<file path="src/design/smcl_pkg.sv">
// Shared constants, payload structs and cell control struct for the
// sorted multiset count lookup. No dependencies.
`default_nettype none

package smcl_pkg;

  localparam int CAPACITY    = 1024;
  localparam int COUNT_BITS  = 20;
  localparam int KEY_W       = 32;
  localparam int OUT_COUNT_W = 20;
  localparam int USED_W      = $clog2(CAPACITY + 1);
  localparam int GROUP_SIZE  = 32;
  localparam int NUM_GROUPS  = (CAPACITY + GROUP_SIZE - 1) / GROUP_SIZE;
  localparam int PAD_CELLS   = NUM_GROUPS * GROUP_SIZE;

  // Flipping the sign bit makes unsigned order match signed order.
  localparam logic [KEY_W-1:0] SIGN_FLIP = {1'b1, {(KEY_W-1){1'b0}}};

  localparam logic FUNC_INSERT = 1'b0;
  localparam logic FUNC_QUERY  = 1'b1;

  typedef logic [KEY_W-1:0]      key_t;
  typedef logic [COUNT_BITS-1:0] tally_t;

  typedef struct packed {
    logic              func;
    logic signed [31:0] value;
  } in_t;

  typedef struct packed {
    logic [OUT_COUNT_W-1:0] count;
    logic                   dropped;
  } out_t;

  // Broadcast from the sequencer to every cell.
  typedef struct packed {
    logic cmp_en;
    logic shift_en;
    logic inc_en;
    logic query;
    key_t key;
  } ctrl_t;

endpackage

`default_nettype wire

</file>
<file path="src/design/smcl_cell.sv">
// One table cell: holds a key and its tally, compares against the broadcast
// key and shifts from its lower neighbor on insertion. Uses smcl_pkg.
`default_nettype none

module smcl_cell (
  input  wire               clk,
  input  smcl_pkg::ctrl_t   ctrl,
  input  wire               valid,
  input  smcl_pkg::key_t    prev_key,
  input  smcl_pkg::tally_t  prev_tally,
  input  wire               prev_lt,
  output smcl_pkg::key_t    key,
  output smcl_pkg::tally_t  tally,
  output logic              lt,
  output logic              eq,
  output smcl_pkg::tally_t  contrib
);
  import smcl_pkg::*;

  key_t   key_r;
  tally_t tally_r;
  logic   lt_r;
  logic   eq_r;
  tally_t contrib_r;
  tally_t tally_sat;
  logic   eq_now;

  // Saturating increment of the stored tally.
  assign tally_sat = (tally_r == {COUNT_BITS{1'b1}}) ? tally_r : tally_r + tally_t'(1);
  assign eq_now    = valid && (key_r == ctrl.key);

  // Compare phase: record order flags and this cell's share of the answer.
  always_ff @(posedge clk) begin
    if (ctrl.cmp_en) begin
      lt_r      <= valid && (key_r < ctrl.key);
      eq_r      <= eq_now;
      contrib_r <= eq_now ? (ctrl.query ? tally_r : tally_sat) : '0;
    end
  end

  // Commit phase: open a slot at the sorted position or bump the match.
  always_ff @(posedge clk) begin
    if (ctrl.shift_en && !lt_r) begin
      if (prev_lt) begin
        key_r   <= ctrl.key;
        tally_r <= tally_t'(1);
      end else begin
        key_r   <= prev_key;
        tally_r <= prev_tally;
      end
    end else if (ctrl.inc_en && eq_r) begin
      tally_r <= tally_sat;
    end
  end

  assign key     = key_r;
  assign tally   = tally_r;
  assign lt      = lt_r;
  assign eq      = eq_r;
  assign contrib = contrib_r;

endmodule

`default_nettype wire

</file>
<file path="config.mk">
export PLATFORM = sky130hd
export DESIGN_NAME = smcl_cell
export DESIGN_NICKNAME = d
export VERILOG_FILES = /design/src/design/smcl_pkg.sv /design/src/design/smcl_cell.sv
export SDC_FILE = /design/constraint.sdc
export NUM_CORES = 1
export LEC_CHECK = 0
export BUFFER_PORTS_ARGS = -buffer_cell sky130_fd_sc_hd__buf_2
export CAP_MARGIN = 10
export CORE_AREA = 3 3 121 94
export DETAILED_ROUTE_END_ITERATION = 10
export DIE_AREA = 0 0 124 97
export GPL_TIMING_DRIVEN = 0
export PLACE_DENSITY = 0.75
export SLEW_MARGIN = 0
export SYNTH_ARGS = -nofsm -noshare
export SYNTH_HDL_FRONTEND = slang
export SYNTH_SLANG_ARGS = --single-unit
</file>
<file path="constraint.sdc">
create_clock -name clk -period 2.06 [get_ports clk]
set_clock_uncertainty 0.05 [all_clocks]
set_input_delay 0 -clock clk [delete_from_list [all_inputs] [get_ports clk]]
set_output_delay 0 -clock clk [all_outputs]
set_load 0.005 [all_outputs]
</file>
# Word level (Yosys, flattened, before mapping)
# Cells that the tools add are included.
[word_totals]
reg_bits = 74
inputBits = 91
wordCells = 21
[op_classes]
add_sub_neg = 1
order_cmp = 1
n_eq_ne = 2
muxes = 6
reduce_logical = 6
[op_table]
columns = ["cell", "count"]
rows = [
  ["two-way mux 20 bit", 5],
  ["== test 32 bit", 1],
  ["< comparator 32 bit", 1],
  ["two-way mux 32 bit", 1],
  ["adder 20 x 1 -> 20 bit (second input constant)", 1],
  ["== test 20 bit (second input constant)", 1],
  ["logical AND 1 bit", 4],
  ["nonzero test 2 bit", 1],
  ["logical NOT 1 bit", 1],
]

# Logic depth before layout (Yosys ltp)
[logic_depth]
ltp_word = 4
depth_mapped = 9
depth_no_buf = 7

# Worst setup path after synthesis
# Ideal clock, no wire load.
[synth_path]
path_kind = "flip-flop to flip-flop"
from = "reg lt_r (netlist: lt)"
to = "reg tally_r[10] (netlist: tally[10]) (data pin)"
setup_time_ps = 315
arrival_time_ps = 1922
setup_slack_ps = -227
stages_incl_launch_ff = 5
n_path_buf = 1
period_less_slack_ps = 2287
path_cell_list = "edfxtp_1 nand2b_1 inv_1 clkbuf_1 o21ai_0"
[synth_via]
elab_chain_len = 3
[synth_rtl]
columns = ["element", "line", "source"]
rows = [
  ["from (decl)", "smcl_cell.sv:22", "logic lt_r;"],
  ["from (signal assigned)", "smcl_cell.sv:35", "lt_r <= valid && (key_r < ctrl.key);"],
  ["logical NOT 1 bit", "smcl_cell.sv:43", "if (ctrl.shift_en && !lt_r) begin"],
  ["logical AND 1 bit", "smcl_cell.sv:43", ""],
  ["two-way mux 20 bit", "smcl_cell.sv:43", ""],
  ["to (signal assigned)", "smcl_cell.sv:46", "tally_r <= tally_t'(1);"],
  ["to (signal assigned)", "smcl_cell.sv:49", "tally_r <= prev_tally;"],
  ["to (signal assigned)", "smcl_cell.sv:52", "tally_r <= tally_sat;"],
  ["to (decl)", "smcl_cell.sv:21", "tally_t tally_r;"],
]
# No other way between the ends.
# A chain may end at the register's enable or synchronous reset.

# Final worst setup path
[layout_path]
from = "reg key_r[30] (netlist: key[30])"
to = "reg contrib_r[17] (netlist: contrib[17]) (data pin)"
[layout_via]
elab_chain_len = 2
[layout_rtl]
columns = ["element", "line", "source"]
rows = [
  ["from (decl)", "smcl_cell.sv:20", "key_t key_r;"],
  ["from (signal assigned)", "smcl_cell.sv:45", "key_r <= ctrl.key;"],
  ["from (signal assigned)", "smcl_cell.sv:48", "key_r <= prev_key;"],
  ["== test 32 bit", "smcl_cell.sv:30", "assign eq_now = valid && (key_r == ctrl.key);"],
  ["logical AND 1 bit", "smcl_cell.sv:30", ""],
  ["to (signal assigned)", "smcl_cell.sv:37", "contrib_r <= eq_now ? (ctrl.query ? tally_r : tally_sat) : '0;"],
  ["to (decl)", "smcl_cell.sv:24", "tally_t contrib_r;"],
]
# No other way between the ends.

==> out/summary.log <==
[final_layout] non-filler cells in the finished layout 843
[pwr] largest vdd supply drop 0.586 mV
[global_route] number of global-route vias before repair 4624
[synth] Avg Cell Area, Syn 11.5 um2
[timing] unrepaired setup endpoints after global routing true
[drt] via count of the routed design 4558
[timing] Tightest Pin Transition 927 ps
[final_layout] commonest cells after routing, fill and taps aside 165 x sky130_fd_sc_hd__buf_2, 82 x sky130_fd_sc_hd__dlygate4sd3_1, 74 x sky130_fd_sc_hd__edfxtp_1
[synth] warnings from Yosys 0
[setup_path] Worst Path Arrival 2250 ps
[floorplan] Die W 124 um
[clocking] Clock Latency Late Sink 340 ps
[synth] Post-synth top flop sky130_fd_sc_hd__edfxtp_1
[final_layout] fraction of final layout cells sized beyond drive strength 1 43.8%
[floorplan] Top Ports 165
[drt] count of antenna-violating nets left after detailed routing 0
[synth] number of instances in the synthesized netlist 411
[final_layout] final core area utilization 72.9%
[drt] WL/cell 18.4 um
[floorplan] floorplan die area 0.0120 mm2
[floorplan] Floorplan Core Area 0.0102 mm2
[final_layout] synth-to-layout area growth 58.5%
[placement] I/O Buffers 162
[placement] RePlAce Congestion 0.888
[synth] distinct cell type count of the synthesized netlist 54
[drt] Iter 0 DRT Violations 334
[timing] worst-case hold slack 13.7 ps
[placement] Placed Cells 709
[global_route] Tot GR Track Use 24.4%
[flow_run] max cap viols 0
[floorplan] height of the die 97 um
[clocking] number of clock sinks 74
[floorplan] starting density of the core 46.0%
[global_route] maximum number of pins on one net before global-route repair 42
[synth] Synth area leader sky130_fd_sc_hd__edfxtp_1
[placement] DP Worst Slack -741 ps
[clocking] Max H-tree Level 3
[synth] dominant cells by area after synthesis sky130_fd_sc_hd__edfxtp_1 47%, sky130_fd_sc_hd__ha_1 8.8%, sky130_fd_sc_hd__mux2_2 7.6%
[drt] vias per cell 5.41
[min_path] type of the tightest min-delay check in2reg
[timing] minimum period implied by the final worst setup slack 2150 ps
[synth] number of synthesized flops with an enable pin 74
[timing] max-slew violation total from the final report 0
[global_route] first-pass GRT wire length 22.9 mm
[placement] HPWL after detailed placement 9.93 mm
[clocking] clock tree from TritonCTS yes
[timing] final setup violation count 14
[synth] post-synth top area share 47.1%
[setup_path] kind of start point of the critical path flip-flop
[final_layout] fill cell instance count of the final layout 768
[status] failing checks negative setup slack
[clocking] clock-pin slew on the worst setup and hold paths 60 ps
[global_route] gr ovfl total 0
[timing] final worst-path cycle share 104%
[clocking] clk root buf sky130_fd_sc_hd__clkbuf_16
[final_layout] most common cell after layout, fill and taps aside sky130_fd_sc_hd__buf_2
[status] outcome finished, violations left
[final_layout] nets@finish 826
[synth] netlist area before placement 0.00472 mm2
[clocking] largest buffer count on any clock path 2
[drt] total length of routed wires 15.5 mm
[timing] final worst slack -92.4 ps
[setup_path] Data required, critical path 2160 ps
[timing] relative slew slack 38.2%
[drt] Post-route DRC 0
[global_route] antenna violations before repair 0
[pwr] Pwr per Cell Area 586 mW/mm2
[setup_path] endpoint kind of the worst setup timing path flip-flop
[synth] register area share after synthesis 47.1%
[final_layout] antenna diode instance count 0
[timing] number of endpoints with negative hold slack in the final report 0
[synth] post-synthesis async set-or-reset flop share 0%
[synth] number of nets produced by synthesis 535
[clocking] total CTS buffers 9
[drt] first-pass detailed-route iteration total 5
[synth] post-synthesis register bit count 74
[floorplan] site row count 32
[setup_path] highest net fanout along the worst path 7
[pwr] leakage 3.14 nW
[timing] Max Clock Freq 465 MHz
[setup_path] start-to-end type of the worst setup path reg2reg
registers in the layout (all words and copies together), names as in the netlist:
| signal | count |
|---|---|
| tally | 20 |
| key | 32 |
| eq | 1 |
| lt | 1 |
| contrib | 20 |
synthesized netlist by cell type, types with 5 or more instances:
library cell and count:
sky130_fd_sc_hd__edfxtp_1 74, sky130_fd_sc_hd__inv_1 36, sky130_fd_sc_hd__ha_1 33, sky130_fd_sc_hd__mux2_2 32
sky130_fd_sc_hd__xnor2_1 28, sky130_fd_sc_hd__nand3_1 26, sky130_fd_sc_hd__a21oi_1 23, sky130_fd_sc_hd__nor2_1 21
sky130_fd_sc_hd__clkbuf_1 13, sky130_fd_sc_hd__nand4_1 13, sky130_fd_sc_hd__o21ai_0 12, sky130_fd_sc_hd__nand2_1 11
sky130_fd_sc_hd__a211oi_2 7, sky130_fd_sc_hd__a2111oi_2 5, sky130_fd_sc_hd__a31oi_1 5, sky130_fd_sc_hd__and4_1 5
layout make-up:
cell class,count,area (um2),area share (%)
multi-input cells,277,2550,34.2
flip-flops and latches,74,2220,29.7
repair buffers,283,1970,26.3
clock buffers,9,225,3.01
well taps,136,170,2.28
plain buffers,20,140,1.87
inverters,37,139,1.86
clock inverters,7,60.1,0.803
layer usage:
layer / GRT usage, % / share of wire [%] / up-vias
li1: - / - / 2132
met1: 31.2 / 42 / 2196
met2: 40.6 / 49 / 189
met3: 5.03 / 6.6 / 41
met4: 9.01 / 2.9 / 0
met5: 0 / 0 / -
worst paths after layout:
path	end	slack (ps)	cells past startpoint	from
setup / recovery	contrib[17]	-90	6	key[30]
hold / removal	tally[19]	10	3	prev_tally[19]
setup reg to reg	contrib[17]	-90	6	key[30]
hold reg to reg	contrib[6]	680	2	tally[6]
metrics by stage:
stage	cell area, um2	total power [W]	setup TNS [ps]
detailed placement	5720	0.00260	-15420
CTS	7140	0.00432	-922
finish	7480	0.00438	-638
global route	7480	0.00457	-2770
global placement	5720	0.00257	-12860
floorplan	4740	0.00228	-849
report_power, final:
part | total, W | leakage [nW] | switching, W | internal, W
clock | 0.00153 | 0.140 | 0.000612 | 0.000923
sequential | 0.00188 | 0.724 | 0.0000898 | 0.00179
combinational | 0.000969 | 2.28 | 0.000453 | 0.000516
total | 0.00438 | 3.14 | 0.00115 | 0.00323
timing repair:
item,in CTS,in global routing
hold buffers,82,0
endpoints found under the hold margin,50,0
gates cloned,1,2
pin swaps,14,18
setup buffers,22,17
gates resized for setup,23,40
endpoints found under the setup margin,61,36
cell families after synthesis:
kind of cell | Yosys count | synth area share (%)
XOR/XNOR | 28 | 5.20
multiplexers | 36 | 8.49
AND/OR/NAND/NOR | 99 | 11.9
AO/OA/AOI/OAI | 80 | 12.5
adder cells (fa/ha/maj) | 33 | 8.76
flip-flops | 74 | 47.1
buffers and inverters | 61 | 6.02
worst max-delay path: stages (launching register included):
cell	delay [ps]
sky130_fd_sc_hd__edfxtp_1	430
sky130_fd_sc_hd__ha_4	300
sky130_fd_sc_hd__nand4_1	170
sky130_fd_sc_hd__nor4_4	390
sky130_fd_sc_hd__nand4_1	190
sky130_fd_sc_hd__clkbuf_8	210
sky130_fd_sc_hd__a311oi_2	210
No activity file was read; power rests on OpenSTA's default activity.
