==> src/design/smcl_pkg.sv <==
// Shared constants, payload structs and cell control struct for the
// sorted multiset count lookup. No dependencies.
`default_nettype none

package smcl_pkg;

  localparam int CAPACITY    = 1024;
  localparam int COUNT_BITS  = 20;
  localparam int KEY_W       = 32;
  localparam int OUT_COUNT_W = 20;
  localparam int USED_W      = $clog2(CAPACITY + 1);
  localparam int GROUP_SIZE  = 32;
  localparam int NUM_GROUPS  = (CAPACITY + GROUP_SIZE - 1) / GROUP_SIZE;
  localparam int PAD_CELLS   = NUM_GROUPS * GROUP_SIZE;

  // Flipping the sign bit makes unsigned order match signed order.
  localparam logic [KEY_W-1:0] SIGN_FLIP = {1'b1, {(KEY_W-1){1'b0}}};

  localparam logic FUNC_INSERT = 1'b0;
  localparam logic FUNC_QUERY  = 1'b1;

  typedef logic [KEY_W-1:0]      key_t;
  typedef logic [COUNT_BITS-1:0] tally_t;

  typedef struct packed {
    logic              func;
    logic signed [31:0] value;
  } in_t;

  typedef struct packed {
    logic [OUT_COUNT_W-1:0] count;
    logic                   dropped;
  } out_t;

  // Broadcast from the sequencer to every cell.
  typedef struct packed {
    logic cmp_en;
    logic shift_en;
    logic inc_en;
    logic query;
    key_t key;
  } ctrl_t;

endpackage

`default_nettype wire

==> src/design/smcl_group.sv <==
// Registered first level of the match reduction over one group of cells.
// Uses smcl_pkg.
`default_nettype none

module smcl_group (
  input  wire              clk,
  input  wire              eq      [smcl_pkg::GROUP_SIZE],
  input  smcl_pkg::tally_t contrib [smcl_pkg::GROUP_SIZE],
  output logic             found,
  output smcl_pkg::tally_t count
);
  import smcl_pkg::*;

  logic   found_r;
  tally_t count_r;
  logic   found_nxt;
  tally_t count_nxt;

  // At most one cell matches, so an OR merges the group's answer.
  always_comb begin
    found_nxt = 1'b0;
    count_nxt = '0;
    for (int j = 0; j < GROUP_SIZE; j++) begin
      found_nxt = found_nxt | eq[j];
      count_nxt = count_nxt | contrib[j];
    end
  end

  always_ff @(posedge clk) begin
    found_r <= found_nxt;
    count_r <= count_nxt;
  end

  assign found = found_r;
  assign count = count_r;

endmodule

`default_nettype wire

==> config.mk <==
export PLATFORM = sky130hd
export DESIGN_NAME = smcl_group
export DESIGN_NICKNAME = d
export VERILOG_FILES = /design/src/design/smcl_pkg.sv /design/src/design/smcl_group.sv
export SDC_FILE = /design/constraint.sdc
export NUM_CORES = 1
export LEC_CHECK = 0
export ABC_CLOCK_PERIOD_IN_PS = 1200
export BUFFER_PORTS_ARGS = -buffer_cell sky130_fd_sc_hd__buf_2
export CAP_MARGIN = 5
export CELL_PAD_IN_SITES_DETAIL_PLACEMENT = 0
export CELL_PAD_IN_SITES_GLOBAL_PLACEMENT = 1
export CORE_AREA = 2 2 266 268
export CTS_CLUSTER_SIZE = 14
export DETAILED_ROUTE_END_ITERATION = 8
export DIE_AREA = 0 0 268 270
export PLACE_DENSITY_LB_ADDON = 0.05
export SLEW_MARGIN = 20
export SYNTH_ARGS = -nofsm -noshare
export SYNTH_HDL_FRONTEND = slang
export SYNTH_SLANG_ARGS = --single-unit
==> constraint.sdc <==
create_clock -name clk -period 1.2 [get_ports clk]
set_input_delay 0.36 -clock clk [delete_from_list [all_inputs] [get_ports clk]]
set_output_delay 0.36 -clock clk [all_outputs]
set_load 0.01 [all_outputs]
# [Word level (Yosys, flattened, before mapping)]
# Cells that the tools add are included.
[totals] in_bits=673 reg_bits=21 elab_cells=64
[op_classes] n_bitwise=62
[ops] cell="OR 20 bit" count=31
[ops] cell="OR 1 bit" count=31

# [Depth between registers and ports, before layout]
# Gate-level depths: netlist of the first run.
[depth] ltp_word=31 depth_mapped=3 depth_no_buf=3

# [Least setup slack after synthesis of the first run]
# No wires, ideal clock.
[synth_timing] path_kind="input -> register" from="input port contrib[120] (netlist bit)" to="register count_r[0], in the netlist count[0]" t_arrival_ns=0.921 setup_slack_ns=0.159 required_ns=1.080 setup_ns=0.120 cell_stages=3 path_cell_list="nor4_1 -> nand4_1 -> or2_1"
[synth_between] elab_chain_cells=7
[synth_lines] item="start, declared" line="smcl_group.sv:8" text="input smcl_pkg::tally_t contrib [smcl_pkg::GROUP_SIZE],"
[synth_lines] item="OR 20 bit (7 in series)" line="smcl_group.sv:25" text="count_nxt = count_nxt | contrib[j];"
[synth_lines] item="via count_nxt[0]" line="smcl_group.sv:17" text="tally_t count_nxt;"
[synth_lines] item="end signal, assigned" line="smcl_group.sv:31" text="count_r <= count_nxt;"
[synth_lines] item="end, declared" line="smcl_group.sv:15" text="tally_t count_r;"
# The timed path passes the listed nets, and every way through them passes these cells.

# [Final worst setup path of the first run]
[layout_timing] from="register count_r[10], in the netlist count[10]" to="output port count[10]"
[layout_lines] item="end, declared" line="smcl_group.sv:10" text="output smcl_pkg::tally_t count"
# No word-level cell between the ends.

==> results.toml, run 1 <==
[min_path]
hold_path_depth = 4
min_path_type = "input pin to register"
hp-start = "contrib[331]"

[drt]
drt-initial-drc-count = 79
wl_per_cell_um = 16.79
routed_via_density = 2.815
vias = 5369
route.detailed.drc = 0
ant_nets = 0
first_pass_iters = 6
wl_mm = 32.03

[sta]
relSlewSlack = 0.7334
slew_violations = 0
period_minus_slack_ps = 1147
fmax_mhz = 871.7
worst_pin_slew_ps = 396.3
rsz0062_at_grt = "true"
setup_viol = 0
post-route-period-util = 0.9560
setup_ws_ps = 52.81
hold_violations = 0
hold_ws_ps = 331.7
setup_tns_ps = 0

[placed_design]
numPortBuffers = 693
dp_hpwl_mm = 30.73
place_congestion = 0.7623
dpl_worst_slack_ps = -689.6

[clocking]
post_cts_buffers = 0
cts.clk_slew.worst_paths_ps = 100
cts-root-buf = "clkbuf_16"
htree_levels = 1
clock_sinks = 21
clockBufferDepth = 2
cts-buffers-inserted = 3
cts_tree = "done"
cts_hold_buf = 0

[grt]
antenna_found_initial = 25
grt-ovfl-total = 0
grtUsageTotal = 0.08238
grt_pass1_wl_mm = 41.51
grt_max_degree = 12
grt_pass1_vias = 6125

[critical_path]
critical_path.max_stage_delay_ps = 360
worst-path-buf-inv = 1
cp_cell_sequence = "buf_4"
worstPathArrival_ps = 790
critPathKind = "register to output port"
critPathTopFamily = "flip-flops"
required_ps = 840
crit_start = "count[10]$_DFF_P_"
worstPathMaxFanout = 1
end_kind = "output port"
path_depth = 1
worst_setup_path_start_kind = "register"
crit_path_top_delay_cell = "dfxtp_1"

[final_layout]
layout-drive-gt1-share = 0.7721
seqCellArea_um2 = 422.9
final_common_cell = "buf_2"
fill_cells = 8291
multiInputGateArea_mm2 = 0.001698
areaGrowthSynthToFinish_pct = 249.9
utilization = 0.1005
final_nets = 1635
mostFrequentLayoutCells = "buf_2, nor4_1, nand4_1"

[synth]
ys_warn_count = 0
netlist_instances = 252
synth_fp_nets = 925
synthesis.area_mm2 = 0.001997
syn_area_per_cell_um2 = 7.924
ys_seq_elements = 21
yosys.cell_types.count = 5
ys_seq_area_frac = 0.2105

[floorplan]
die_y_um = 270
start_util = 0.02871
die_w_um = 268
core_mm2 = 0.06954
dieArea_mm2 = 0.07236
ioPinCount = 694
core.rowCount = 97

[power]
irDropWorstVdd_uv = 527.0
p_int_w = 0.002024
power_frac_seq = 0.235
clkPwrFrac = 0.316
p_sw_frac = 0.3160
power.switching_w = 0.0009349
p_comb_frac = 0.448
finalPower_w = 0.002959
p_leak_nw = 3.097
power_density_mw_per_mm2 = 423.4

[outcome]
status = "complete, no violations"

[run]
cap_violations = 0
==> power groups by stage <==
stage	sequential, W	combinational (W)	clock [W]
floorplan	0.000713	0.000112	0
global placement	0.000713	0.00131	0
detailed placement	0.000713	0.00131	0
CTS	0.000697	0.00133	0.00112
global route	0.000697	0.00146	0.00111
finish	0.000696	0.00133	0.000936
==> layout make-up <==
class	instances	area share
Timing Repair Buffer	705	0.5148
Tap cell	940	0.1683
Multi-Input combinational cell	231	0.2430
Clock buffer	4	0.01128
Sequential cell	21	0.06052
Antenna cell	6	0.002149
==> worst paths after layout <==
| path | end |
|---|---|
| hold / removal | count[11]$_DFF_P_ |
| setup / recovery | count[10] |
==> through the flow <==
| step | instance area [um^2] | std cells |
|---|---|---|
| 5_1_grt | 6983 | 1905 |
| 3_5_place_dp | 6739 | 1898 |
| 6_report | 6988 | 1907 |
| 2_1_floorplan | 1997 | 252 |
| 4_1_cts | 6892 | 1902 |
| 3_3_place_gp | 6739 | 1898 |
==> timing repair <==
action                     4_1_cts  5_1_grt
gates resized for setup         13       15
setup endpoints to repair        7        5
pin swaps                        3        5
==> layer usage <==
metal | part of all wire | global-route usage | up-vias
li1 | - | - | 2600
met1 | 0.28 | 0.06074 | 2308
met2 | 0.60 | 0.1868 | 391
met3 | 0.10 | 0.03291 | 52
met4 | 0.017 | 0.01264 | 18
met5 | 0.0037 | 0 | -
==> flip-flops by register name, indices dropped and copies added (netlist names) <==
name   flops
found      1
count     20
==> cell usage after synthesis <==
master	number	area, um^2
or2_1	21	131.4
dfxtp_1	21	420.4
nor4_2	21	262.8
nand4_1	42	262.8
nor4_1	147	919.6
==> kinds of logic after synthesis <==
group / share of synthesized area
flops: 0.2105
simple gates: 0.7895
Note: power is estimated with default switching activity, not from simulation.
==> run 2, diff against run 1 <==
--- a/config.mk
+++ b/config.mk
@@ -6,4 +6,5 @@
 export NUM_CORES = 1
 export LEC_CHECK = 0
+export ABC_AREA = 1
 export ABC_CLOCK_PERIOD_IN_PS = 1200
 export BUFFER_PORTS_ARGS = -buffer_cell sky130_fd_sc_hd__buf_2
@@ -11,8 +12,8 @@
 export CELL_PAD_IN_SITES_DETAIL_PLACEMENT = 0
 export CELL_PAD_IN_SITES_GLOBAL_PLACEMENT = 1
-export CORE_AREA = 2 2 266 268
+export CORE_AREA = 2 2 273 275
 export CTS_CLUSTER_SIZE = 14
 export DETAILED_ROUTE_END_ITERATION = 8
-export DIE_AREA = 0 0 268 270
+export DIE_AREA = 0 0 275 277
 export PLACE_DENSITY_LB_ADDON = 0.05
 export SLEW_MARGIN = 20
==> constraint.sdc (replaced) <==
create_clock -name clk -period 1.2 [get_ports clk]
set_input_delay 0.3 -clock clk [delete_from_list [all_inputs] [get_ports clk]]
set_output_delay 0.3 -clock clk [all_outputs]
set_load 0.01 [all_outputs]
==> run 2 against run 1 <==
Compared with the run above:
- clock-buffer cell count unchanged
- die area grew 5.3%
- via count up 35%
- cell count increased by 38%
- cell area rose by 29%
- critical path depth unchanged
- wire length up 10%
- global-route usage grew 0.59 points
- critical path type unchanged
==> results.toml, run 2 <==
[critical_path]
worstPathArrival_ps = 810
end_kind = "output port"
crit_path_top_delay_cell = "dfxtp_1"
critPathKind = "register to output port"
critPathTopFamily = "flip-flops"
cp_cell_sequence = "buf_2"
worstPathMaxFanout = 1
worst-path-buf-inv = 1
required_ps = 900
critical_path.max_stage_delay_ps = 370
worst_setup_path_start_kind = "register"

[min_path]
hold_path_depth = 5
min_path_type = "input pin to register"
hp-start = "contrib[362]"
holdPathEnd = "count[2]$_DFF_P_"

[drt]
routed_via_density = 2.744
wl_mm = 35.37
vias = 7244
first_pass_iters = 5
wl_per_cell_um = 13.40
drt-initial-drc-count = 156
route.detailed.drc = 0
ant_nets = 0

[final_layout]
seqCellArea_um2 = 421.7
layout-drive-gt1-share = 0.4331
mostFrequentLayoutCells = "buf_2, inv_1, nor2_1"
multiInputGateArea_mm2 = 0.002496
utilization = 0.1222
final_common_cell = "buf_2"
stdcell_count = 2640
areaGrowthSynthToFinish_pct = 115.2
fill_cells = 8951
largest_reg_flops = 20
final_nets = 2341

[floorplan]
core_mm2 = 0.07357
die_y_um = 277
dieArea_mm2 = 0.07618
core.rowCount = 100
start_util = 0.05679
die_w_um = 275
ioPinCount = 694

[synth]
synth_area_leaders = "inv_1, nor2_1, nand2_1"
async_flop_share = 0
ys_seq_area_frac = 0.1006
ys_seq_elements = 21
yosys.cell_types.count = 7
synth.top_cells.by_count = "inv_1, nor2_1, nand2_1"
netlist_instances = 966
synth_ff_type = "dfxtp_1"
synth_top_area_share = 0.3019
synth_edf_count = 0
synthesis.area_mm2 = 0.004178
syn_area_per_cell_um2 = 4.325
synth_top_cell_by_area = "inv_1"
post-synth-top-count-cell = "inv_1"
ys_warn_count = 0
synth_fp_nets = 1639

[clocking]
clock_sinks = 21
post_cts_buffers = 0
cts-root-buf = "clkbuf_16"
cts-buffers-inserted = 3
clockBufferDepth = 2
cts_hold_buf = 0
cts.clk_slew.worst_paths_ps = 100
htree_levels = 1
cts_tree = "done"

[sta]
relSlewSlack = 0.6335
slew_violations = 0
hold_violations = 0
setup_viol = 0
fmax_mhz = 897.9
post-route-period-util = 0.9281
period_minus_slack_ps = 1114
worst_pin_slew_ps = 547.7
hold_ws_ps = 277.5
rsz0062_at_grt = "false"

[grt]
antenna_found_initial = 11
grt_max_degree = 12
grt-ovfl-total = 0
grt_pass1_vias = 7629
grt_pass1_wl_mm = 48.13
grtUsageTotal = 0.08833

[placed_design]
numPortBuffers = 693
dp_hpwl_mm = 33.80
dp_cells = 2632
place_congestion = 0.7734

[power]
power_density_mw_per_mm2 = 368.6
irDropWorstVdd_uv = 521.6
p_leak_nw = 5.664

[outcome]
status = "complete, no violations"

[run]
cap_violations = 0
## run 2: worst max-delay path by stage
stage | startpoint | end | cells past startpoint
2_1_floorplan | contrib[580] | count[0]$_DFF_P_ | 5
3_3_place_gp | contrib[105] | count[5]$_DFF_P_ | 7
3_5_place_dp | contrib[585] | count[5]$_DFF_P_ | 6
4_1_cts | count[13]$_DFF_P_ | count[13] | 1
5_1_grt | count[5]$_DFF_P_ | count[5] | 1
6_report | count[5]$_DFF_P_ | count[5] | 1
## run 2: tightest hold or removal path: cells and delay by family
| family | cells | cell delay [ps] |
|---|---|---|
| buf+inv | 1 | 80 |
| simple gates | 4 | 170 |
## run 2: routing by layer
layer	routed length, um	up-vias	global-route usage
met5	104	-	0
met4	123	18	0.007900
met3	2870	28	0.02731
met2	20580	289	0.1879
met1	11690	2896	0.08182
li1	-	4013	-
## run 2: cell families (layout without fill, tap and decap cells)
family,Yosys count,in the layout,synth area share
other,0,4,0
and+or+nand+nor,609,609,0.5975
DFF,21,21,0.1006
buffers and inverters,336,1037,0.3019
## run 2: stage by stage
stage | setup slack, ps | total power (W) | instance area, um^2 | setup TNS (ps)
6_report | 86.25 | 0.003315 | 8991 | 0
3_3_place_gp | -148.6 | 0.002430 | 8901 | -209.3
4_1_cts | 38.61 | 0.003537 | 8981 | 0
5_1_grt | 30.38 | 0.003731 | 8986 | 0
3_5_place_dp | -169.3 | 0.002425 | 8901 | -241.5
2_1_floorplan | 437.2 | 0.001224 | 4178 | 0
## run 2: where the power goes
group,internal [W],switching (W),total (W)
Sequential,0.000696,0.000000000000151,0.000696
Combinational,0.00101,0.000668,0.00168
Clock,0.000463,0.000480,0.000943
Total,0.00217,0.00115,0.00331
## run 2: cell type report
class                   count  area share
flip-flops and latches     21     0.04690
well taps                 969      0.1348
repair buffers            697      0.3905
inverters                 336      0.1403
multi-input cells         609      0.2776
diodes                      4    0.001113
clock buffers               4    0.008767
## run 2: repair_timing
action	4_1_cts	5_1_grt
endpoints found under the setup margin	1	0
endpoints found under the hold margin	0	0
resized for setup	1	0
==> run 3, diff against run 2 <==
Settings changed: CELL_PAD_IN_SITES_DETAIL_PLACEMENT 0 to 2, CELL_PAD_IN_SITES_GLOBAL_PLACEMENT 1 to 2, CORE_AREA 2 2 273 275 to 2 2 270 272, DIE_AREA 0 0 275 277 to 0 0 272 274.
==> run 3 against run 2 <==
Compared with the run above:
- clock power down 1%
- sequential cell count unchanged
- combinational power is essentially flat
- die area down 2.2%
- cell area is 0.35% lower
- via count up 6.4%
- sequential share of layout area is essentially flat
- hold slack better by 10 ps
- power grew 0.50%
- sequential power barely moved
- cell count down 0.30%
- utilization is 0.23 points higher
==> results.toml, run 3 (synthesis results as in run 2) <==
[floorplan]
core.rowCount = 99
die_w_um = 272
start_util = 0.05805
die_y_um = 274
dieArea_mm2 = 0.07453
core_mm2 = 0.07197
ioPinCount = 694

[clocking]
clockBufferDepth = 2
cts-root-buf = "clkbuf_16"
post_cts_buffers = 0
cts.clk_slew.worst_paths_ps = 100
htree_levels = 1
post_cts_resize_count = 0
cts_tree = "done"
cts-buffers-inserted = 3
clock_sinks = 21
cts_hold_buf = 0

[critical_path]
crit_start = "count[11]$_DFF_P_"
endpoint = "count[11]"
worstPathMaxFanout = 1
worst_setup_path_start_kind = "register"
path_depth = 1
critPathTopFamily = "flip-flops"
required_ps = 900
critical_path.max_stage_delay_ps = 350
crit_path_top_delay_cell = "dfxtp_1"
worstPathArrival_ps = 800
critPathKind = "register to output port"
cp_cell_sequence = "buf_2"
end_kind = "output port"
worst-path-buf-inv = 1

[final_layout]
stdcell_count = 2632
largest_reg_flops = 20
multiInputGateArea_mm2 = 0.002496
final_common_cell = "buf_2"
layout-drive-gt1-share = 0.4318
utilization = 0.1245
fin_area_mm2 = 0.008960
seqCellArea_um2 = 420.4
areaGrowthSynthToFinish_pct = 114.5
mostFrequentLayoutCells = "buf_2, inv_1, nor2_1"
final_nets = 2339
fill_cells = 8983

[drt]
wl_per_cell_um = 14.97
wl_mm = 39.41
drt-initial-drc-count = 98
routed_via_density = 2.929
route.detailed.drc = 0
vias = 7709
ant_nets = 0
first_pass_iters = 4

[placed_design]
dpl_cell_area_mm2 = 0.008861
dp_hpwl_mm = 38.33
numPortBuffers = 693
place_congestion = 0.7427
dpl_worst_slack_ps = -202.6
dp_cells = 2620

[sta]
slew_violations = 0
fmax_mhz = 910.8
setup_tns_ps = 0
post-route-period-util = 0.9149
setup_ws_ps = 102.1
rsz0062_at_grt = "false"
relSlewSlack = 0.8116
setup_viol = 0
hold_violations = 0
worst_pin_slew_ps = 281.5
period_minus_slack_ps = 1098

[power]
irDropWorstVdd_uv = 514.2
p_sw_frac = 0.3500
power_density_mw_per_mm2 = 371.8
p_int_w = 0.002165
p_comb_frac = 0.511
p_leak_nw = 5.653
power_frac_seq = 0.209
clkPwrFrac = 0.280
power.switching_w = 0.001166

[grt]
grtUsageTotal = 0.1001
grt_max_degree = 12
antenna_found_initial = 21
grt_pass1_wl_mm = 53.83
grt_pass1_vias = 8465
grt-ovfl-total = 0

[outcome]
status = "complete, no violations"

[run]
cap_violations = 0

[min_path]
min_path_type = "input pin to register"
-- run 3: how the worst min path moves through the flow --
stage | from | end | cells past startpoint
6_report | contrib[392] | count[12]$_DFF_P_ | 5
5_1_grt | contrib[452] | count[12]$_DFF_P_ | 5
4_1_cts | contrib[361] | count[1]$_DFF_P_ | 5
3_5_place_dp | contrib[361] | count[1]$_DFF_P_ | 5
3_3_place_gp | contrib[361] | count[1]$_DFF_P_ | 5
2_1_floorplan | contrib[360] | count[0]$_DFF_P_ | 4
-- run 3: final cells by class --
cell class                      instances  share of cell area
Timing Repair Buffer                  695              0.3888
Multi-Input combinational cell        609              0.2786
Inverter                              336              0.1408
Tap cell                              959              0.1339
Sequential cell                        21             0.04692
Clock buffer                            4            0.008798
Antenna cell                            8            0.002234
-- run 3: power by group through the flow --
stage          clock [W]  combinational, W  sequential [W]
2_1_floorplan          0          0.000512        0.000713
3_3_place_gp           0           0.00171        0.000713
3_5_place_dp           0           0.00176        0.000713
4_1_cts          0.00107           0.00177        0.000697
5_1_grt          0.00108           0.00199        0.000697
6_report        0.000932           0.00170        0.000696
-- run 3: layer usage --
| layer | GRT usage | part of all wire |
|---|---|---|
| met5 | 0 | 0.0043 |
| met4 | 0.01981 | 0.012 |
| met3 | 0.03013 | 0.075 |
| met2 | 0.2075 | 0.57 |
| met1 | 0.09549 | 0.34 |
-- run 3: per-stage QoR --
stage / power (W) / hold WS (ps)
finish: 0.003331 / 287.8
global placement: 0.002424 / 597.8
floorplan: 0.001224 / 472.4
detailed placement: 0.002472 / 600.1
global route: 0.003758 / 293.2
CTS: 0.003532 / 277.6
-- run 3: tightest hold or removal path, delay by kind of cell --
| kind | cells | cell delay [ps] |
|---|---|---|
| buf+inv | 1 | 70 |
| simple gates | 4 | 180 |
